File: src/rtl/core/mrad_pkg.sv
// Package for the MMIO region address decoder: sizes, codes, and the
// token and result structs passed between the sequencer, cells and output stage.
// Depends on nothing.
`default_nettype none

package mrad_pkg;

  localparam int REGION_COUNT     = 16;
  localparam int MAX_ACCESS_BYTES = 8;
  localparam int STEP_RESULTS     = 8;
  localparam int LEN_LIMIT        = (MAX_ACCESS_BYTES < STEP_RESULTS) ?
                                    MAX_ACCESS_BYTES : STEP_RESULTS;

  localparam int ADDR_W = 64;
  localparam int LEN_W  = 4;
  localparam int SLOT_W = 4;
  localparam int IDX_W  = (REGION_COUNT > 1) ? $clog2(REGION_COUNT) : 1;

  localparam logic OP_MAP      = 1'b0;
  localparam logic OP_DECODE   = 1'b1;
  localparam logic STATUS_OK   = 1'b0;
  localparam logic STATUS_FAIL = 1'b1;

  typedef enum logic [1:0] {
    TGT_NONE   = 2'd0,
    TGT_RAM    = 2'd1,
    TGT_DEVICE = 2'd2
  } target_e;

  typedef enum logic {
    TOK_MAP    = 1'b0,
    TOK_LOOKUP = 1'b1
  } tok_kind_e;

  // Token that walks down the row of region cells.
  typedef struct packed {
    logic                valid;
    tok_kind_e           kind;
    logic [ADDR_W-1:0]   addr;
    logic [ADDR_W-1:0]   size;
    logic                hit;
    logic [SLOT_W-1:0]   slot;
    logic [ADDR_W-1:0]   offset;
    logic                last;
  } mrad_tok_t;

  // One finished result.
  typedef struct packed {
    logic                valid;
    logic                status;
    target_e             target;
    logic [SLOT_W-1:0]   slot;
    logic [ADDR_W-1:0]   offset;
    logic                last;
  } mrad_res_t;

  // Low bits of a slot number as reported in the slot field.
  function automatic logic [SLOT_W-1:0] slot_field(input logic [IDX_W-1:0] idx);
    logic [IDX_W+SLOT_W-1:0] wide;
    wide = {{SLOT_W{1'b0}}, idx};
    return wide[SLOT_W-1:0];
  endfunction

endpackage

`default_nettype wire

File: src/rtl/core/mrad_ifs.sv
// Valid/ready channel interfaces of the MMIO region address decoder.
// Depends on mrad_pkg.
`default_nettype none


interface mrad_out_if;
  import mrad_pkg::*;
  logic                    valid;
  logic                    ready;
  logic                    status;
  logic [1:0]              target;
  logic [SLOT_W-1:0]       slot;
  logic [ADDR_W-1:0]       offset;
  logic                    last;

  modport source (output valid, status, target, slot, offset, last, input ready);
  modport sink   (input valid, status, target, slot, offset, last, output ready);
endinterface

`default_nettype wire

File: src/rtl/core/mrad_emit.sv
// Output stage: turns tokens leaving the cell row or settled results into
// registered result transfers, and drops bytes after an unmapped one.
// Depends on mrad_pkg, mrad_ifs.
`default_nettype none

module mrad_emit (
  input  logic                 clk_i,
  input  logic                 rst_ni,
  input  logic                 start_i,
  input  mrad_pkg::mrad_tok_t  tok_i,
  input  mrad_pkg::mrad_res_t  fix_i,
  mrad_out_if.source           out_o,
  output logic                 adv_o
);
  import mrad_pkg::*;

  mrad_res_t out_q, res_d;
  logic      drop_q;
  logic      drop_set;

  assign adv_o = !out_q.valid || out_o.ready;

  always_comb begin
    res_d    = '0;
    drop_set = 1'b0;
    if (tok_i.valid && !drop_q) begin
      res_d.valid = 1'b1;
      res_d.last  = 1'b1;
      if (tok_i.kind == TOK_MAP) begin
        res_d.status = tok_i.hit ? STATUS_OK : STATUS_FAIL;
      end else if (tok_i.hit) begin
        res_d.status = STATUS_OK;
        res_d.target = TGT_DEVICE;
        res_d.slot   = tok_i.slot;
        res_d.offset = tok_i.offset;
        res_d.last   = tok_i.last;
      end else begin
        res_d.status = STATUS_FAIL;
        drop_set     = 1'b1;
      end
    end else if (fix_i.valid) begin
      res_d = fix_i;
    end
  end

  always_ff @(posedge clk_i or negedge rst_ni) begin
    if (!rst_ni) begin
      out_q  <= '0;
      drop_q <= 1'b0;
    end else begin
      if (start_i) begin
        drop_q <= 1'b0;
      end else if (adv_o && drop_set) begin
        drop_q <= 1'b1;
      end
      if (adv_o) begin
        out_q <= res_d;
      end
    end
  end

  assign out_o.valid  = out_q.valid;
  assign out_o.status = out_q.status;
  assign out_o.target = out_q.target;
  assign out_o.slot   = out_q.slot;
  assign out_o.offset = out_q.offset;
  assign out_o.last   = out_q.last;

endmodule

`default_nettype wire

File: src/flat_wrapper.sv
// flat-port wrapper written by rule: the top's interface ports become plain ports
module mrad_emit_flat import mrad_pkg::*;
  (clk_i, rst_ni, start_i, tok_i, fix_i, adv_o, out_o_valid, out_o_status, out_o_target, out_o_slot, out_o_offset, out_o_last, out_o_ready);
  mrad_out_if out_o_i ();
  input  logic clk_i;
  input  logic rst_ni;
  input  logic start_i;
  input  mrad_pkg::mrad_tok_t tok_i;
  input  mrad_pkg::mrad_res_t fix_i;
  output logic adv_o;
  output wire logic [$bits(out_o_i.valid)-1:0] out_o_valid;
  output wire logic [$bits(out_o_i.status)-1:0] out_o_status;
  output wire logic [$bits(out_o_i.target)-1:0] out_o_target;
  output wire logic [$bits(out_o_i.slot)-1:0] out_o_slot;
  output wire logic [$bits(out_o_i.offset)-1:0] out_o_offset;
  output wire logic [$bits(out_o_i.last)-1:0] out_o_last;
  input wire logic [$bits(out_o_i.ready)-1:0] out_o_ready;
  assign out_o_valid = out_o_i.valid;
  assign out_o_status = out_o_i.status;
  assign out_o_target = out_o_i.target;
  assign out_o_slot = out_o_i.slot;
  assign out_o_offset = out_o_i.offset;
  assign out_o_last = out_o_i.last;
  assign out_o_i.ready = out_o_ready;
  mrad_emit u_core (.clk_i(clk_i), .rst_ni(rst_ni), .start_i(start_i), .tok_i(tok_i), .fix_i(fix_i), .out_o(out_o_i), .adv_o(adv_o));
endmodule
File: config.mk
export PLATFORM = sky130hd
export DESIGN_NAME = mrad_emit_flat
export DESIGN_NICKNAME = d
export VERILOG_FILES = /design/src/rtl/core/mrad_pkg.sv /design/src/rtl/core/mrad_ifs.sv /design/src/rtl/core/mrad_emit.sv /design/src/flat_wrapper.sv
export SDC_FILE = /design/constraint.sdc
export NUM_CORES = 1
export LEC_CHECK = 0
export BUFFER_PORTS_ARGS = -buffer_cell sky130_fd_sc_hd__buf_2
export CORE_AREA = 2 2 137 139
export CTS_BUF_LIST = sky130_fd_sc_hd__clkbuf_16
export DETAILED_ROUTE_END_ITERATION = 7
export DIE_AREA = 0 0 139 141
export PLACE_DENSITY = 0.48
export RECOVER_POWER = 50
export REMOVE_ABC_BUFFERS = 1
export SLEW_MARGIN = 20
export SYNTH_ARGS = -nofsm -noshare
export SYNTH_HDL_FRONTEND = slang
export SYNTH_SLANG_ARGS = --single-unit
export TNS_END_PERCENT = 30
File: constraint.sdc
create_clock -name clk_i -period 1.43 [get_ports clk_i]
set_input_delay 0.0715 -clock clk_i [delete_from_list [all_inputs] [get_ports clk_i]]
set_output_delay 0.0715 -clock clk_i [all_outputs]
set_load 0.03 [all_outputs]
==> results.txt <==
- Critical path startpoint category: flop
* Number of global-route vias before repair: 3978
* Global route total overflow: 0
- CTS saw 74 sinks.
- # diodes: 0
* Run status: complete, but fails checks
- After detailed routing, the total wire length is 12700 um.
- Sequential cell area in the final layout: 1850 sq um
- Once the floorplan was initialized, standard cells occupied 17.7% of the core.
- Proportion of layout cells with a drive suffix above 1: 40.0%
- Instance area after placement: 4700 sq um
- RSZ-0062 raised after global routing: yes
- Number of port buffers: 222
- Post-route ant nets: 0
- Wire length per cell: 14.7 um
- Using the TritonRoute via totals, the vias-per-cell ratio works out to 4.25.
- Leakage power summed over all cells: 3.24 nW
- Static timing analysis puts the maximum clock frequency at 0.683 GHz.
- The congestion estimate from routability-driven global placement came to 0.804.
- After the last flow step, the layout net total stands at 899.
- Class of the most critical hold timing path: input pin to flop
- TritonCTS built the clock tree.
- Among all flip-flop cells after synthesis, the most frequent one is dfrtp_1.
* Yosys warning count: 0
* CTS Root Cell: clkbuf_16
- Final design instance area without fill: 6450 sq um
- Average cell area after synthesis: 12.6 sq um
- Setup violations remaining at the end of the flow were counted as 20.
- Required time worst endpoint: 1.65 ns
- The worst setup path is of the flop to flop kind.
- Across the routed clock network, the largest skew measured is 0.0134 ns.
- The area growth from synthesis to layout is 99.5%.
- The first global-routing pass estimated 19800 um of wire.
* Total via count in the routed design: 3655
- Summed over all nets, the half-perimeter wirelength after detailed placement is 8070 um.
- Tmin final: 1.46 ns
* Number of standard cells after synthesis: 257
* DP Worst Slack: -0.0340 ns
- Post-Route Hold Slack: 0.0251 ns
- In this run, synthesis produced a sequential element count of 74.
- Across the run, the number of max-cap violations was 0.
* Max Slew Vio Count: 0
- Count of H-tree levels built during CTS: 3
- Across the VDD grid, the largest voltage drop is 0.507 mV.
- The count of cells in the finished layout, fillers not included, comes to 861.
* Area used by multi-input combinational logic: 1260 sq um
- Pin count of the biggest net entering global routing: 39
* Period utilisation layout: 102%
- Sequential fraction of the synthesis area: 57.3%
- From bottom edge to top edge, the die measures 141 um.
- For the worst setup path, the data arrival time is 1.69 ns.
- Global routing used 12.7% of the available tracks.
- 351 I/O pins were placed.
* Number of DRC violations after detailed-routing iteration 0: 122
- For this run, asynchronously set or reset flops after synthesis account for 100%.
- For the pin with the worst max-slew slack, the measured transition is 0.860 ns.
* Clock input transition at the sequential cells of the worst setup and hold paths: 0.06 ns
- The die is 139 um wide.
- Worst Setup End Kind: flop
* Total power per unit cell area: 1020 nW/um^2
* Clock Latency Late Sink: 0.34 ns
- Number of placement rows: 50
* DR DRC count: 0
- Combined area of all synthesized cells: 3230 sq um
- Final Hold Vio Count: 0
* Unique masters post-synth: 23
- In this run the worst path has a maximum fanout of 37.
* Number of detailed-route iterations in the first pass: 4
- Most frequent standard cell in the layout excluding fill and tap cells: buf_2
* Inst Count DP: 703
- Number of filler instances in the final layout: 1819
- Measured against its own limit, the worst slew margin works out to 42.7%.
- The number of antenna violations at the first check in global routing came to 0.
- Maximum count of clock buffers along a single path: 2
- The core region is 18300 sq um.
- Counting flops with a built-in enable in the synthesized netlist gives 0.
* Violations in the final reports: setup timing
- The die covers 19600 sq um.
- Clock buffers created by TritonCTS: 9
* Most used cells in the layout excluding fill and tap cells: buf_2 (218), dlygate4sd3_1 (140), dfrtp_1 (74)
- Final worst-path setup slack: -0.0343 ns
## final cells by class
cell class	count	area share (%)
repair buffers	377	41.9
flip-flops and latches	74	28.7
multi-input cells	158	19.5
well taps	234	4.54
clock buffers	9	3.49
clock inverters	7	1.69
inverters	2	0.116
## report_power, final
group / total, mW / switching (mW) / internal, mW
Sequential: 2.38 / 0.0907 / 2.29
Clock: 2.57 / 0.884 / 1.69
Combinational: 1.63 / 0.853 / 0.775
Total: 6.57 / 1.83 / 4.75
## per-stage QoR
stage | power (mW) | util (%) | TNS, ns
5_1_grt | 6.91 | 35.3 | -5.74
2_1_floorplan | 3.11 | - | -133.50
6_report | 6.57 | 35.3 | -0.343
3_5_place_dp | 3.73 | 25.7 | -0.795
3_3_place_gp | 3.72 | 25.7 | -0.333
4_1_cts | 6.70 | 35.4 | -1.21
## flip-flops by register name, summed over array words and instances, names as in the netlist
signal               flops
u_core.drop_q            1
u_core.out_o.last        1
u_core.out_o.offset     64
u_core.out_o.slot        4
u_core.out_o.status      1
u_core.out_o.target      2
u_core.out_o.valid       1
## worst max-delay path: stages, from the launching register on
cell and delay (ns):
dfrtp_1 0.34, nor2b_4 0.20, inv_2 0.05, and3_4 0.19, buf_12 0.16, a221o_1 0.37
## cells by family (layout without fill, tap and decap cells)
family	Yosys count	after routing	synth area share [%]
DFF	74	74	57.3
buffers and inverters	25	395	4.02
AOI/OAI and AO/OA	76	76	22.6
and+or+nand+nor	82	82	16.1
## path summary, 6_finish.rpt
path / startpoint / to / slack [ns] / cells past startpoint
max: u_core.out_o.valid / u_core.out_o.offset[25] / -0.03 / 5
min in group asynchronous: rst_ni / u_core.out_o.offset[56] / 0.37 / 2
max reg2reg: u_core.out_o.valid / u_core.out_o.offset[25] / -0.03 / 5
min: fix_i[49] / u_core.out_o.offset[48] / 0.03 / 2
min reg2reg: u_core.out_o.status / u_core.out_o.status / 0.48 / 2
max in group asynchronous: rst_ni / u_core.out_o.offset[55] / 0.21 / 3
## synthesized netlist by cell type, types with 2 or more instances
master / n / area share, %
nand2_1: 2 / 0.23
buf_6: 3 / 1.0
a31oi_1: 3 / 0.58
o21ai_0: 2 / 0.31
dfrtp_1: 74 / 57
buf_2: 11 / 1.7
nor2_1: 4 / 0.46
and2_1: 68 / 13
clkbuf_1: 9 / 1.0
a221o_1: 68 / 21
## what timing repair did
action / in CTS / in global routing
setup endpoints to repair: 67 / 68
buffers inserted: 1 / 0
cloned: 1 / 0
endpoints found under the hold margin: 146 / 0
pin swaps: 21 / 31
resized for setup: 1 / 0
hold buffers: 140 / 0
## metal layers
metal / wire length [um] / track usage, % / vias up
met5: 0 / 0 / -
met2: 6260 / 21.6 / 167
met3: 788 / 3.36 / 20
met4: 240 / 4.63 / 0
met1: 5400 / 15.6 / 1755
li1: - / - / 1713
(Power assumes the default switching activity.)
