## src/rtl/core/mrad_pkg.sv

```systemverilog
// Package for the MMIO region address decoder: sizes, codes, and the
// token and result structs passed between the sequencer, cells and output stage.
// Depends on nothing.
`default_nettype none

package mrad_pkg;

  localparam int REGION_COUNT     = 16;
  localparam int MAX_ACCESS_BYTES = 8;
  localparam int STEP_RESULTS     = 8;
  localparam int LEN_LIMIT        = (MAX_ACCESS_BYTES < STEP_RESULTS) ?
                                    MAX_ACCESS_BYTES : STEP_RESULTS;

  localparam int ADDR_W = 64;
  localparam int LEN_W  = 4;
  localparam int SLOT_W = 4;
  localparam int IDX_W  = (REGION_COUNT > 1) ? $clog2(REGION_COUNT) : 1;

  localparam logic OP_MAP      = 1'b0;
  localparam logic OP_DECODE   = 1'b1;
  localparam logic STATUS_OK   = 1'b0;
  localparam logic STATUS_FAIL = 1'b1;

  typedef enum logic [1:0] {
    TGT_NONE   = 2'd0,
    TGT_RAM    = 2'd1,
    TGT_DEVICE = 2'd2
  } target_e;

  typedef enum logic {
    TOK_MAP    = 1'b0,
    TOK_LOOKUP = 1'b1
  } tok_kind_e;

  // Token that walks down the row of region cells.
  typedef struct packed {
    logic                valid;
    tok_kind_e           kind;
    logic [ADDR_W-1:0]   addr;
    logic [ADDR_W-1:0]   size;
    logic                hit;
    logic [SLOT_W-1:0]   slot;
    logic [ADDR_W-1:0]   offset;
    logic                last;
  } mrad_tok_t;

  // One finished result.
  typedef struct packed {
    logic                valid;
    logic                status;
    target_e             target;
    logic [SLOT_W-1:0]   slot;
    logic [ADDR_W-1:0]   offset;
    logic                last;
  } mrad_res_t;

  // Low bits of a slot number as reported in the slot field.
  function automatic logic [SLOT_W-1:0] slot_field(input logic [IDX_W-1:0] idx);
    logic [IDX_W+SLOT_W-1:0] wide;
    wide = {{SLOT_W{1'b0}}, idx};
    return wide[SLOT_W-1:0];
  endfunction

endpackage

`default_nettype wire

```

## src/rtl/core/mrad_ifs.sv

```systemverilog
// Valid/ready channel interfaces of the MMIO region address decoder.
// Depends on mrad_pkg.
`default_nettype none

interface mrad_in_if;
  import mrad_pkg::*;
  logic                    valid;
  logic                    ready;
  logic                    op;
  logic [ADDR_W-1:0]       address;
  logic [ADDR_W-1:0]       region_size;
  logic [LEN_W-1:0]        access_length;

  modport source (output valid, op, address, region_size, access_length, input ready);
  modport sink   (input valid, op, address, region_size, access_length, output ready);
endinterface


`default_nettype wire

```

## src/rtl/core/mrad_issue.sv

```systemverilog
// Input sequencer: takes one item, settles RAM and special cases, and feeds a map token
// or one lookup token per byte into the cell row. Depends on mrad_pkg, mrad_ifs.
`default_nettype none

module mrad_issue (
  input  logic                        clk_i,
  input  logic                        rst_ni,
  mrad_in_if.sink                     in_i,
  input  logic [mrad_pkg::ADDR_W-1:0] ram_bytes_i,
  input  logic                        chain_busy_i,
  input  logic                        adv_i,
  output mrad_pkg::mrad_tok_t         head_o,
  output mrad_pkg::mrad_res_t         fix_o,
  output logic                        start_o
);
  import mrad_pkg::*;

  typedef enum logic [2:0] {
    ST_IDLE  = 3'b001,
    ST_CHECK = 3'b010,
    ST_ISSUE = 3'b100
  } issue_state_e;

  issue_state_e        state_q, state_d;
  logic                op_q;
  logic [ADDR_W-1:0]   addr_q, addr_d;
  logic [ADDR_W-1:0]   size_q;
  logic [LEN_W-1:0]    len_q;
  logic [LEN_W-1:0]    cnt_q, cnt_d;
  logic                accept;
  logic                len_over;
  logic                in_ram;
  logic                final_byte;

  assign in_i.ready = (state_q == ST_IDLE) && !chain_busy_i;
  assign accept     = in_i.valid && in_i.ready;
  assign start_o    = accept;

  assign len_over   = int'(len_q) > LEN_LIMIT;
  assign in_ram     = (addr_q < ram_bytes_i) &&
                      ({{(ADDR_W-LEN_W){1'b0}}, len_q} <= (ram_bytes_i - addr_q));
  assign final_byte = (cnt_q + LEN_W'(1)) == len_q;

  always_comb begin
    state_d = state_q;
    addr_d  = addr_q;
    cnt_d   = cnt_q;
    head_o  = '0;
    fix_o   = '0;
    case (state_q)
      ST_IDLE: begin
        if (accept) begin
          state_d = ST_CHECK;
          addr_d  = in_i.address;
        end
      end
      ST_CHECK: begin
        fix_o.last = 1'b1;
        if (op_q == OP_MAP) begin
          if (size_q == '0) begin
            fix_o.valid  = 1'b1;
            fix_o.status = STATUS_FAIL;
          end else begin
            head_o.valid = 1'b1;
            head_o.kind  = TOK_MAP;
            head_o.addr  = addr_q;
            head_o.size  = size_q;
            head_o.last  = 1'b1;
          end
          if (adv_i) begin
            state_d = ST_IDLE;
          end
        end else if (len_q == '0) begin
          fix_o.valid = 1'b1;
          if (adv_i) begin
            state_d = ST_IDLE;
          end
        end else if (len_over) begin
          fix_o.valid  = 1'b1;
          fix_o.status = STATUS_FAIL;
          if (adv_i) begin
            state_d = ST_IDLE;
          end
        end else if (in_ram) begin
          fix_o.valid  = 1'b1;
          fix_o.target = TGT_RAM;
          fix_o.offset = addr_q;
          if (adv_i) begin
            state_d = ST_IDLE;
          end
        end else begin
          state_d = ST_ISSUE;
          cnt_d   = '0;
        end
      end
      ST_ISSUE: begin
        head_o.valid = 1'b1;
        head_o.kind  = TOK_LOOKUP;
        head_o.addr  = addr_q;
        head_o.last  = final_byte;
        if (adv_i) begin
          addr_d = addr_q + ADDR_W'(1);
          cnt_d  = cnt_q + LEN_W'(1);
          if (final_byte) begin
            state_d = ST_IDLE;
          end
        end
      end
      default: begin
        state_d = ST_IDLE;
      end
    endcase
  end

  always_ff @(posedge clk_i or negedge rst_ni) begin
    if (!rst_ni) begin
      state_q <= ST_IDLE;
    end else begin
      state_q <= state_d;
    end
  end

  always_ff @(posedge clk_i) begin
    addr_q <= addr_d;
    cnt_q  <= cnt_d;
    if (accept) begin
      op_q   <= in_i.op;
      size_q <= in_i.region_size;
      len_q  <= in_i.access_length;
    end
  end

endmodule

`default_nettype wire

```

## src/flat_wrapper.sv

```systemverilog
// flat-port wrapper written by rule: the top's interface ports become plain ports
module mrad_issue_flat import mrad_pkg::*;
  (clk_i, rst_ni, ram_bytes_i, chain_busy_i, adv_i, head_o, fix_o, start_o, in_i_valid, in_i_op, in_i_address, in_i_region_size, in_i_access_length, in_i_ready);
  mrad_in_if in_i_i ();
  input  logic clk_i;
  input  logic rst_ni;
  input  logic [mrad_pkg::ADDR_W-1:0] ram_bytes_i;
  input  logic chain_busy_i;
  input  logic adv_i;
  output mrad_pkg::mrad_tok_t head_o;
  output mrad_pkg::mrad_res_t fix_o;
  output logic start_o;
  input wire logic [$bits(in_i_i.valid)-1:0] in_i_valid;
  input wire logic [$bits(in_i_i.op)-1:0] in_i_op;
  input wire logic [$bits(in_i_i.address)-1:0] in_i_address;
  input wire logic [$bits(in_i_i.region_size)-1:0] in_i_region_size;
  input wire logic [$bits(in_i_i.access_length)-1:0] in_i_access_length;
  output wire logic [$bits(in_i_i.ready)-1:0] in_i_ready;
  assign in_i_i.valid = in_i_valid;
  assign in_i_i.op = in_i_op;
  assign in_i_i.address = in_i_address;
  assign in_i_i.region_size = in_i_region_size;
  assign in_i_i.access_length = in_i_access_length;
  assign in_i_ready = in_i_i.ready;
  mrad_issue u_core (.clk_i(clk_i), .rst_ni(rst_ni), .in_i(in_i_i), .ram_bytes_i(ram_bytes_i), .chain_busy_i(chain_busy_i), .adv_i(adv_i), .head_o(head_o), .fix_o(fix_o), .start_o(start_o));
endmodule
```

## config.mk

```make
export PLATFORM = sky130hd
export DESIGN_NAME = mrad_issue_flat
export DESIGN_NICKNAME = d
export VERILOG_FILES = /design/src/rtl/core/mrad_pkg.sv /design/src/rtl/core/mrad_ifs.sv /design/src/rtl/core/mrad_issue.sv /design/src/flat_wrapper.sv
export SDC_FILE = /design/constraint.sdc
export NUM_CORES = 1
export LEC_CHECK = 0
export BUFFER_PORTS_ARGS = -buffer_cell sky130_fd_sc_hd__buf_4
export CORE_AREA = 2 2 184 186
export DETAILED_ROUTE_END_ITERATION = 10
export DIE_AREA = 0 0 186 188
export PLACE_DENSITY = 0.78
export SLEW_MARGIN = 20
export SYNTH_ARGS = -nofsm -noshare
export SYNTH_HDL_FRONTEND = slang
export SYNTH_SLANG_ARGS = --single-unit
```

## constraint.sdc

```tcl
create_clock -name clk_i -period 7.2 [get_ports clk_i]
set_input_delay 1.44 -clock clk_i [delete_from_list [all_inputs] [get_ports clk_i]]
set_output_delay 1.44 -clock clk_i [all_outputs]
set_load 0.03 [all_outputs]
```

==> summary.md <==
| Metric | Value |
|---|---|
| CP Class | primary input to output port |
| Post-synthesis register bit count | 140 |
| Total Wirelength | 50600 µm |
| Post-DP HPWL | 41300 µm |
| Worst VDD drop | 0.186 mV |
| Setup TNS | 0 ps |
| Total track usage | 28.6% |
| Crit path capture type | output port |
| Worst-path maximum fanout | 24 |
| Final #Nets | 2383 |
| Crit share post-route | 97.8% |
| CTS Hold Bufs | 0 |
| Vias in the first global route | 14000 |
| Post-Synthesis Cells | 1683 |
| CP peak stage delay | 570 ps |
| Core area | 33100 µm² |
| Avg Vias per Cell | 5.51 |
| Cell count after placement | 2536 |
| EDFF count, synth | 137 |
| Final non-filler cell total | 2570 |
| Mapped Avg Cell Area | 7.97 µm² |
| Crit path max-delay family | compound AO/OA/AOI/OAI gates |
| Largest net degree at the start of global routing | 68 |
| Starting density of the core | 40.5% |
| CP arrival | 5600 ps |
| PortBufs | 402 |
| RePlAce Congestion | 0.945 |
| Max Slew Vio Count | 0 |
| Layout cells sized above 1 | 26.1% |
| Cell mode on critical path | buf_4 |
| Via count | 14200 |
| Max Clock Freq | 0.142 GHz |
| Finished Cell Area | 17700 µm² |
| Main flop type after synthesis | edfxtp_1 |
| ANT cells | 0 |
| Grt ovf | 0 |
| Area share of the largest cell type after synthesis | 30.7% |
| Slew margin rel. | 36.5% |
| Synth top cells by count | nand2_1, edfxtp_1, and2_1 |
| Initial antenna violation count | 1 |
| Post-synthesis cell area | 13400 µm² |
| Status | completed |
| Initial drt markers | 928 |
| Area Growth Syn to Fin | 32.1% |
| Final setup skew | 15.4 ps |
| Final setup viols | 0 |
| Cell taking the most area after synthesis | edfxtp_1 |
| Worst skew pair latency | 460 ps |
| WP buf/inv | 5 |
| Slowest stage cell, crit path | o41ai_1 |
| Cell with the most instances after synthesis | nand2_1 |
| Hold/Removal Path Class | flip-flop to flip-flop |
| CP required | 5760 ps |
| Rows | 67 |
| CTS Buf Count | 17 |
| Post-layout min period | 7040 ps |
| Residual DRC count | 0 |
| H-tree Lvls | 4 |
| CTS max path bufs | 2 |
| Synth cell types | 77 |
| Die W | 186 µm |
| Area contributors post-synth | edfxtp_1, ha_1, and2_1, xnor2_1, nand2_1 |
| Setup crit start kind | primary input |
| Clock root buffer | clkbuf_16 |
| Crit-path cells | buf_4 > ha_1 > nand2_1 > o21a_1 > o221a_2 > o41ai_1 > nor4_1 > o311ai_0 > buf_4 > o221ai_1 > nor4_1 > nand4_1 > nor4_4 > buf_4 > buf_6 > nor3_1 > buf_4 |
| Die Height | 188 µm |
| Power per Cell Area | 154 nW/µm² |
| Leakage power | 0.00773 µW |
| Worst slew pin tran | 929 ps |
| First-pass GRT wire length | 77600 µm |
| IO Pins | 477 |
| Pre-Repair DR Iteration Count | 5 |
| Yosys warns | 0 |
| Max_cap viols | 0 |
| Clk pin slew, worst setup/hold paths | 60 ps |
| Sequential area share after synthesis | 31.3% |
| Post-placement cell area | 17000 µm² |
| CTS tree | yes |
| FFs w/ async S/R, synth | 2.14% |
| Hold Vio Cnt, Final | 0 |
| TritonCTS Sinks | 140 |
| Final ANT Viol Nets | 0 |
| Die ar. | 35000 µm² |
| Routed len/inst | 19.7 µm |
[layer usage]
| layer | share of wire (%) | track usage [%] | vias up |
|---|---|---|---|
| met5 | 0 | 0 | - |
| met4 | 2.7 | 8.99 | 0 |
| met3 | 7.6 | 6.25 | 76 |
| met2 | 50 | 51.0 | 625 |
| met1 | 39 | 33.9 | 6666 |
| li1 | - | - | 6795 |
[report_power, final]
group          internal, µW  switching, µW
clock network           517            396
registers               950           32.5
logic                   319            512
[kinds of logic after synthesis]
logic type                 count (synthesis)  share of synthesized area (%)
and+or+nand+nor                          744                           28.5
DFF                                      140                           31.3
adders and majority gates                 72                           6.77
xor gates and xnor gates                  96                           6.27
buffers and inverters                    243                           9.16
other                                      1                         0.0280
AOI/OAI and AO/OA                        383                           17.7
muxes                                      4                          0.299
[layout by cell type (no fill, tap or decap), types with 7 or more instances in the layout]
cell type	netlist	final
buf_4	75	486
nand2_1	176	175
edfxtp_1	137	137
and2_1	135	134
o21ai_0	120	120
a21oi_1	113	112
nor2_1	112	111
nor3_1	110	109
inv_1	86	86
xnor2_1	77	77
conb_1	1	74
ha_1	71	71
nand4_1	62	62
nor4_1	41	40
nand3_1	33	32
xor2_1	19	19
a21o_1	18	18
clkbuf_16	0	17
or3_1	16	16
a31oi_1	14	14
o21a_1	14	14
nand2b_1	13	13
and3_1	12	12
o21ai_1	9	9
a211oi_1	10	8
nor2b_1	7	7
a211o_1	7	7
o221ai_1	7	7
[stage by stage]
step           power (µW)  hold slack, ps  setup slack (ps)  util, %
2_1_floorplan        1510             584               492        -
3_3_place_gp         1810             612               104     51.4
3_5_place_dp         1810             609             -54.3     51.4
4_1_cts              2730             624              32.2     53.3
5_1_grt              2850             682             -21.5     53.5
6_report             2730             632               160     53.5
[state kept, by name, summed over array words and instances, names as in the netlist]
signal          cells
u_core.state_q      3
u_core.addr_q      64
u_core.op_q         1
u_core.len_q        4
u_core.size_q      64
u_core.cnt_q        4
[worst reg2reg max path, cell delays in order, from the launching register on]
cell and delay (ps):
edfxtp_1 410, inv_1 110, ha_1 460, nand4_1 240, or3_1 480, nor3_1 250, o31a_1 240, nor4_1 80
o311ai_0 480, buf_4 210, o221ai_1 100, nor4_1 310, nand4_1 240, buf_4 200, or4_1 610, nand3_1 240
[repair_timing]
| action | 4_1_cts | 5_1_grt |
|---|---|---|
| cloned | 0 | 0 |
| gates resized for setup | 3 | 13 |
| pin swaps | 0 | 2 |
| setup buffers | 0 | 1 |
| setup endpoints to repair | 47 | 66 |
[area by class of cell]
type                            count  area, µm²
Timing Repair Buffer              490       3710
Sequential cell                   140       4190
Clock inverter                     14        161
Multi-Input combinational cell   1373       8340
Tap cell                          448        561
Clock buffer                       18        429
Fill cell                        3109      15400
Inverter                           87        327
[worst paths after layout]
kind                       depth (start not counted)  slack [ps]         startpoint                end
max in group asynchronous                          1        6240             rst_ni  u_core.state_q[0]
min in group asynchronous                          1         770             rst_ni  u_core.state_q[2]
min reg2reg                                        2         630    u_core.cnt_q[3]    u_core.cnt_q[3]
min                                                2         630    u_core.cnt_q[3]    u_core.cnt_q[3]
max reg2reg                                       15        2220  u_core.addr_q[32]    u_core.cnt_q[0]
max                                               17         160    ram_bytes_i[27]          fix_o[31]
Note: power is estimated with default switching activity, not from simulation.
