--- src/rtl/core/mrad_pkg.sv ---
// Package for the MMIO region address decoder: sizes, codes, and the
// token and result structs passed between the sequencer, cells and output stage.
// Depends on nothing.
`default_nettype none

package mrad_pkg;

  localparam int REGION_COUNT     = 16;
  localparam int MAX_ACCESS_BYTES = 8;
  localparam int STEP_RESULTS     = 8;
  localparam int LEN_LIMIT        = (MAX_ACCESS_BYTES < STEP_RESULTS) ?
                                    MAX_ACCESS_BYTES : STEP_RESULTS;

  localparam int ADDR_W = 64;
  localparam int LEN_W  = 4;
  localparam int SLOT_W = 4;
  localparam int IDX_W  = (REGION_COUNT > 1) ? $clog2(REGION_COUNT) : 1;

  localparam logic OP_MAP      = 1'b0;
  localparam logic OP_DECODE   = 1'b1;
  localparam logic STATUS_OK   = 1'b0;
  localparam logic STATUS_FAIL = 1'b1;

  typedef enum logic [1:0] {
    TGT_NONE   = 2'd0,
    TGT_RAM    = 2'd1,
    TGT_DEVICE = 2'd2
  } target_e;

  typedef enum logic {
    TOK_MAP    = 1'b0,
    TOK_LOOKUP = 1'b1
  } tok_kind_e;

  // Token that walks down the row of region cells.
  typedef struct packed {
    logic                valid;
    tok_kind_e           kind;
    logic [ADDR_W-1:0]   addr;
    logic [ADDR_W-1:0]   size;
    logic                hit;
    logic [SLOT_W-1:0]   slot;
    logic [ADDR_W-1:0]   offset;
    logic                last;
  } mrad_tok_t;

  // One finished result.
  typedef struct packed {
    logic                valid;
    logic                status;
    target_e             target;
    logic [SLOT_W-1:0]   slot;
    logic [ADDR_W-1:0]   offset;
    logic                last;
  } mrad_res_t;

  // Low bits of a slot number as reported in the slot field.
  function automatic logic [SLOT_W-1:0] slot_field(input logic [IDX_W-1:0] idx);
    logic [IDX_W+SLOT_W-1:0] wide;
    wide = {{SLOT_W{1'b0}}, idx};
    return wide[SLOT_W-1:0];
  endfunction

endpackage

`default_nettype wire

--- src/rtl/core/mrad_cell.sv ---
// One region cell: holds one slot of the region table and processes the
// token handed on by its neighbor. Depends on mrad_pkg.
`default_nettype none

module mrad_cell (
  input  logic                         clk_i,
  input  logic                         rst_ni,
  input  logic                         adv_i,
  input  logic [mrad_pkg::IDX_W-1:0]   cell_idx_i,
  input  mrad_pkg::mrad_tok_t          tok_i,
  output mrad_pkg::mrad_tok_t          tok_o
);
  import mrad_pkg::*;

  logic                used_q;
  logic [ADDR_W-1:0]   base_q;
  logic [ADDR_W-1:0]   len_q;
  mrad_tok_t           tok_q, tok_d;
  logic [ADDR_W:0]     diff;
  logic                covers;
  logic                claim;

  // Borrow out of the subtraction means the address lies below the base.
  assign diff   = {1'b0, tok_i.addr} - {1'b0, base_q};
  assign covers = used_q && !diff[ADDR_W] && (diff[ADDR_W-1:0] < len_q);
  assign claim  = tok_i.valid && (tok_i.kind == TOK_MAP) && !tok_i.hit && !used_q;

  always_comb begin
    tok_d = tok_i;
    if (tok_i.valid && (tok_i.kind == TOK_LOOKUP) && !tok_i.hit && covers) begin
      tok_d.hit    = 1'b1;
      tok_d.slot   = slot_field(cell_idx_i);
      tok_d.offset = diff[ADDR_W-1:0];
    end
    if (claim) begin
      tok_d.hit = 1'b1;
    end
  end

  always_ff @(posedge clk_i or negedge rst_ni) begin
    if (!rst_ni) begin
      tok_q  <= '0;
      used_q <= 1'b0;
    end else if (adv_i) begin
      tok_q <= tok_d;
      if (claim) begin
        used_q <= 1'b1;
      end
    end
  end

  always_ff @(posedge clk_i) begin
    if (adv_i && claim) begin
      base_q <= tok_i.addr;
      len_q  <= tok_i.size;
    end
  end

  assign tok_o = tok_q;

endmodule

`default_nettype wire

--- config.mk ---
export PLATFORM = sky130hd
export DESIGN_NAME = mrad_cell
export DESIGN_NICKNAME = d
export VERILOG_FILES = /design/src/rtl/core/mrad_pkg.sv /design/src/rtl/core/mrad_cell.sv
export SDC_FILE = /design/constraint.sdc
export NUM_CORES = 1
export LEC_CHECK = 0
export ABC_AREA = 1
export BUFFER_PORTS_ARGS = -buffer_cell sky130_fd_sc_hd__buf_2
export CORE_MARGIN = 8
export CORE_UTILIZATION = 45
export CTS_CLUSTER_DIAMETER = 120
export DETAILED_ROUTE_END_ITERATION = 16
export PLACE_DENSITY = 0.7
export SYNTH_ARGS = -nofsm -noshare
export SYNTH_HDL_FRONTEND = slang
export SYNTH_SLANG_ARGS = --single-unit
--- constraint.sdc ---
create_clock -name clk_i -period 6.8 [get_ports clk_i]
set_clock_uncertainty 0.15 [all_clocks]
set_input_delay 0.34 -clock clk_i [delete_from_list [all_inputs] [get_ports clk_i]]
set_output_delay 0.34 -clock clk_i [all_outputs]
set_load 0.005 [all_outputs]
==> out/results.ini, run 1 <==
[outcome]
status=completed

[synth]
synth_nets=3161
ys_seq_area_share_pct=43.8
synth_top_area_share_pct=24.8
ys_seq_elements=329
avgSynthCellArea_um2=7.16
synthDistinctLibCells=39
async_flop_share_pct=61.1
synth_edf_count=128
synth_commonest_cells=nand2_1 (1266), inv_1 (541), dfrtp_1 (201)
synth.largest_area_cell=dfrtp_1
ys_warn_count=0
yosysMostFrequentCell=nand2_1
synth.area.top_cells=dfrtp_1 (25%), nand2_1 (23%), edfxtp_1 (19%)
synth_ff_type=dfrtp_1
syn_inst=2826
syn_area_um2=20200

[detailed_routing]
wl_um=69600
routedWlPerCell_um=17.2
postRouteAntennaNets=0
via_per_inst=4.82
firstDrtPassIters=5
vias=19500
drc=0
drt_iter0_markers=1832

[floorplanning]
start_util_pct=45.7
die_h_um=228
row_count=77
die_x_um=228
core_um2=44300
ioPinCount=407
fp.dieArea_um2=52000

[critical_path]
crit_required_ns=7.08
worstPathArrival_ns=6.01
slowest_stage=nand3_4
cp-start-kind=primary input
crit_top_cell=nand2_1
crit_fanout=69
cp_slowest_stage_delay_ns=0.62
criticalPathCategory=in2reg
critPathTopFamily=simple AND/OR/NAND/NOR gates
path_buf_inv=6
endpoint_kind=flop

[finish]
final_nets=3762
drive_above_1_share_pct=14.8
syn2layout_area_growth_pct=29.4
final_area_um2=26200

[pwr]
p_seq_share_pct=42.5
pwr-share-comb_pct=17.8
p_per_area_nw_per_um2=201
p_int_w=0.00380
irDropWorstVdd_mv=0.175
p_clk_share_pct=39.7
p_sw_w=0.00146
switching_share_pct=27.7
p_leak_nw=15.0

[timing]
worstMarginPinSlew_ns=1.15
final_hold_viol_count=0
relSlewSlack_pct=23.4
fin_tns_setup_ns=0
setup_slack_ns=1.07
fmax_mhz=175
finalCriticalPeriod_ns=5.73
timing.final.crit_share_pct=84.3
rsz0062_at_grt=false
slew_viol_final=0
setup_violations=0

[placed_design]
dpl_cell_area_um2=22900
pre_cts_ws_ns=1.42
hpwl_um=51700
port_buffers=406
gp_congestion=0.978

[clocking]
cts_setup_buffers=0
worst_skew_pair.late_latency_ns=0.55
cts_resized=0
path_clk_slew_ns=0.06
cts_tree=yes
root_buffer=clkbuf_16
htreeDepth=2
clock-sinks=329
numCtsBuffers=38
cts_buffer_depth=3

[global_routing]
grtUsageTotal_pct=25.9
grt_pass1_wl_um=108000
grt_max_degree=107
grt_pass1_vias=19200
grt_overflow_total=0
antenna_found_initial=6

[hold_path]
hold_path_class=in2reg

[run]
cap_violations=0

## layer usage
metal	track usage, %	wire, µm	vias to the layer above
met5	0	0	-
met4	9.75	2420	0
met3	4.64	4870	150
met2	41.3	31300	763
met1	34.8	31000	8842
li1	-	-	9788
## cells by family after synthesis
logic type / synth area share (%)
and+or+nand+nor: 31.6
xor gates and xnor gates: 1.21
adders and majority gates: 7.95
AOI/OAI and AO/OA: 3.85
buffers and inverters: 11.5
DFF: 43.8
## power by group through the flow
stage | logic [W] | clock network (W) | registers, W
final | 0.000933 | 0.00209 | 0.00223
after global routing | 0.00104 | 0.00220 | 0.00224
after CTS | 0.000926 | 0.00213 | 0.00223
after detailed placement | 0.000830 | 0 | 0.00226
after global placement | 0.000823 | 0 | 0.00226
after floorplan | 0.000416 | 0 | 0.00228
## what timing repair did
item,4_1_cts,5_1_grt
endpoints found under the setup margin,0,0
hold buffers,204,0
endpoints found under the hold margin,421,0
## tightest hold or removal path, stage by stage
cell and delay, ns:
buf_2 0.16, nor3_1 0.08, a21oi_1 0.13
## final cells by class
type                    count  area (µm²)
diodes                      6        15.0
repair buffers            619        4180
fillers                  4026       18100
inverters                 549        2070
well taps                 592         741
flip-flops and latches    329        8870
multi-input cells        1890        9050
clock buffers              52        1100
clock inverters            17         175
## path summary, 6_finish.rpt
kind / to / depth (start not counted) / from / slack (ns)
max in group asynchronous: tok_o[67] / 3 / rst_ni / 5.20
min in group asynchronous: tok_o[71] / 2 / rst_ni / 0.24
hold / removal: tok_o[69] / 3 / tok_i[69] / 0.06
setup / recovery: tok_o[67] / 31 / tok_i[134] / 1.07
setup reg to reg: tok_o[67] / 28 / base_q[0] / 1.30
hold reg to reg: tok_o[78] / 2 / tok_o[78] / 0.31
## cell usage in the layout, fill, tap and decap left out, drive strengths merged, types with 7 or more instances in the layout
cell         synthesis  routed
nand2             1280    1280
nor2               122     122
clkinv               4      12
or2                  8       8
ha                 127     127
o21bai               7       7
nand3              116     116
dfrtp              201     201
clkbuf              46      52
inv                545     548
xnor2               13      13
a21oi              100     100
nand4               14      14
xor2                15      15
o21ai               35      35
nand3b              20      20
buf                 12     415
nor3                16      16
edfxtp             128     128
dlygate4sd3          0     204
## through the flow
stage / util [%] / instances / power (W) / hold slack, ns
final: 59.1 / 4054 / 0.00525 / 0.0582
after global routing: 59.1 / 4054 / 0.00548 / 0.0326
after CTS: 59.1 / 4048 / 0.00528 / 0.0187
after detailed placement: 51.6 / 3775 / 0.00309 / 0.255
after global placement: 51.6 / 3775 / 0.00309 / 0.257
after floorplan: - / 2826 / 0.00269 / -0.106
## flip-flops by register name, summed over array words and instances, names as in the netlist
register	flops
tok_o	200
base_q	64
len_q	64
used_q	1
Power figures use the tool's default switching activity.
==> inputs of run 2 (changes only) <==
--- a/config.mk
+++ b/config.mk
@@ -11,7 +11,7 @@
 export CORE_UTILIZATION = 45
 export CTS_CLUSTER_DIAMETER = 120
 export DETAILED_ROUTE_END_ITERATION = 16
-export PLACE_DENSITY = 0.7
+export PLACE_DENSITY = 0.67
 export SYNTH_ARGS = -nofsm -noshare
 export SYNTH_HDL_FRONTEND = slang
 export SYNTH_SLANG_ARGS = --single-unit
==> constraint.sdc (replaced) <==
create_clock -name clk_i -period 6.01 [get_ports clk_i]
set_clock_uncertainty 0.15 [all_clocks]
set_input_delay 0.3005 -clock clk_i [delete_from_list [all_inputs] [get_ports clk_i]]
set_output_delay 0.3005 -clock clk_i [all_outputs]
set_load 0.005 [all_outputs]
==> out/results.ini, run 2 (synthesis gave the netlist of run 1 again) <==
[finish]
final_cell_mix=nand2_1 (1265), inv_1 (541), buf_2 (404)
syn2layout_area_growth_pct=29.8
drive_above_1_share_pct=15.1
final_area_um2=26300
fillCellCount=4003
final_nets=3769
final_common_cell=nand2_1
largest_reg_flops=200

[floorplanning]
die_x_um=228
die_h_um=228
ioPinCount=407
core_um2=44300
start_util_pct=45.7
row_count=77
fp.dieArea_um2=52000

[clocking]
cts_buffer_depth=3
cts_tree=yes
worst_skew_pair.late_latency_ns=0.56
htreeDepth=2
clock-sinks=329
numCtsBuffers=37
path_clk_slew_ns=0.06
root_buffer=clkbuf_16

[placed_design]
dpl_cell_area_um2=22900
port_buffers=406
hpwl_um=56900
pre_cts_ws_ns=0.752
gp_congestion=0.947

[timing]
rsz0062_at_grt=false
slew_viol_final=0
timing.final.crit_share_pct=94.7
holdWs_ns=0.145
setup_violations=0
setup_slack_ns=0.318
finalCriticalPeriod_ns=5.69
final_hold_viol_count=0
relSlewSlack_pct=37.6
worstMarginPinSlew_ns=0.936
fin_tns_setup_ns=0
fmax_mhz=176

[critical_path]
endpoint_kind=flop
crit_fanout=14
criticalPathCategory=in2reg
crit_top_cell=nand2_1
critPathTopFamily=simple AND/OR/NAND/NOR gates
path_buf_inv=5
cp_slowest_stage_delay_ns=0.55
worstPathArrival_ns=5.99
cp-start-kind=primary input
slowest_stage=dlygate4sd3_1
crit_required_ns=6.31

[global_routing]
grt_max_degree=129
grtUsageTotal_pct=27.4
grt_pass1_vias=19700
grt_pass1_wl_um=113000
antenna_found_initial=5
grt_overflow_total=0

[pwr]
p_sw_w=0.00170
p_seq_share_pct=42.4
totalPowerFinal_w=0.00596
p_int_w=0.00426
switching_share_pct=28.5
p_leak_nw=15.0
p_per_area_nw_per_um2=227
irDropWorstVdd_mv=0.195
p_clk_share_pct=39.3
pwr-share-comb_pct=18.3

[detailed_routing]
routedWlPerCell_um=18.3
postRouteAntennaNets=0
drc=0
wl_um=74500
firstDrtPassIters=5
vias=19900
via_per_inst=4.89
drt_iter0_markers=1636

[run]
cap_violations=0

[outcome]
status=completed

[hold_path]
hold_path_class=in2async

==> run 2: worst reg2reg max path, delay by kind of cell (launching register included) <==
family / cells / cell delay [ns]
AND/OR/NAND/NOR: 16 / 2.58
buffers and inverters: 5 / 1.06
adder cells (fa/ha/maj): 2 / 0.75
AO/OA/AOI/OAI: 3 / 0.63
flip-flops: 1 / 0.33
==> run 2: final timing paths <==
kind                       startpoint         end  slack (ns)  cells past startpoint
max reg2reg                base_q[33]   tok_o[68]        0.39                     26
min reg2reg                tok_o[164]  tok_o[164]        0.31                      2
min                            rst_ni   tok_o[72]        0.15                      2
min in group clk_i          tok_i[71]    len_q[1]        0.31                      2
max in group asynchronous      rst_ni    tok_o[0]        4.39                      3
max                        tok_i[136]   tok_o[68]        0.32                     29
==> run 2: power groups by stage <==
stage	logic [W]	clock network [W]	registers (W)
2_1_floorplan	0.000471	0	0.00258
3_3_place_gp	0.000951	0	0.00256
3_5_place_dp	0.000967	0	0.00256
4_1_cts	0.00108	0.00239	0.00252
5_1_grt	0.00120	0.00246	0.00254
6_report	0.00109	0.00234	0.00253
==> run 2: final cells by class <==
class	count	area, µm²	area share, %
antenna	4	10.0	0.0381
clock buffer	52	1090	4.17
clock inverter	16	170	0.647
inverter	549	2070	7.86
multi-input combinational	1891	9060	34.5
sequential	329	8870	33.8
tap	592	741	2.82
timing repair buffer	626	4270	16.2
==> run 2: repair_timing <==
action	CTS	global route
setup endpoints to repair	0	1
hold endpoints to repair	424	0
resized for setup	0	2
hold buffers	206	0
setup buffers	0	2
==> run 2: per-stage QoR <==
stage	utilization, %	instances
2_1_floorplan	-	2826
3_3_place_gp	51.7	3778
3_5_place_dp	51.7	3778
4_1_cts	59.2	4052
5_1_grt	59.3	4059
6_report	59.3	4059
==> run 2: layer usage <==
layer / global-route usage [%] / share of wire, % / routed length, µm / vias to the layer above
met1: 38.5 / 46 / 33900 / 9266
met2: 43.4 / 45 / 33600 / 698
met4: 6.82 / 2.2 / 1670 / 0
li1: - / - / - / 9798
met3: 4.94 / 7.1 / 5270 / 100
met5: 0 / 0 / 0 / -
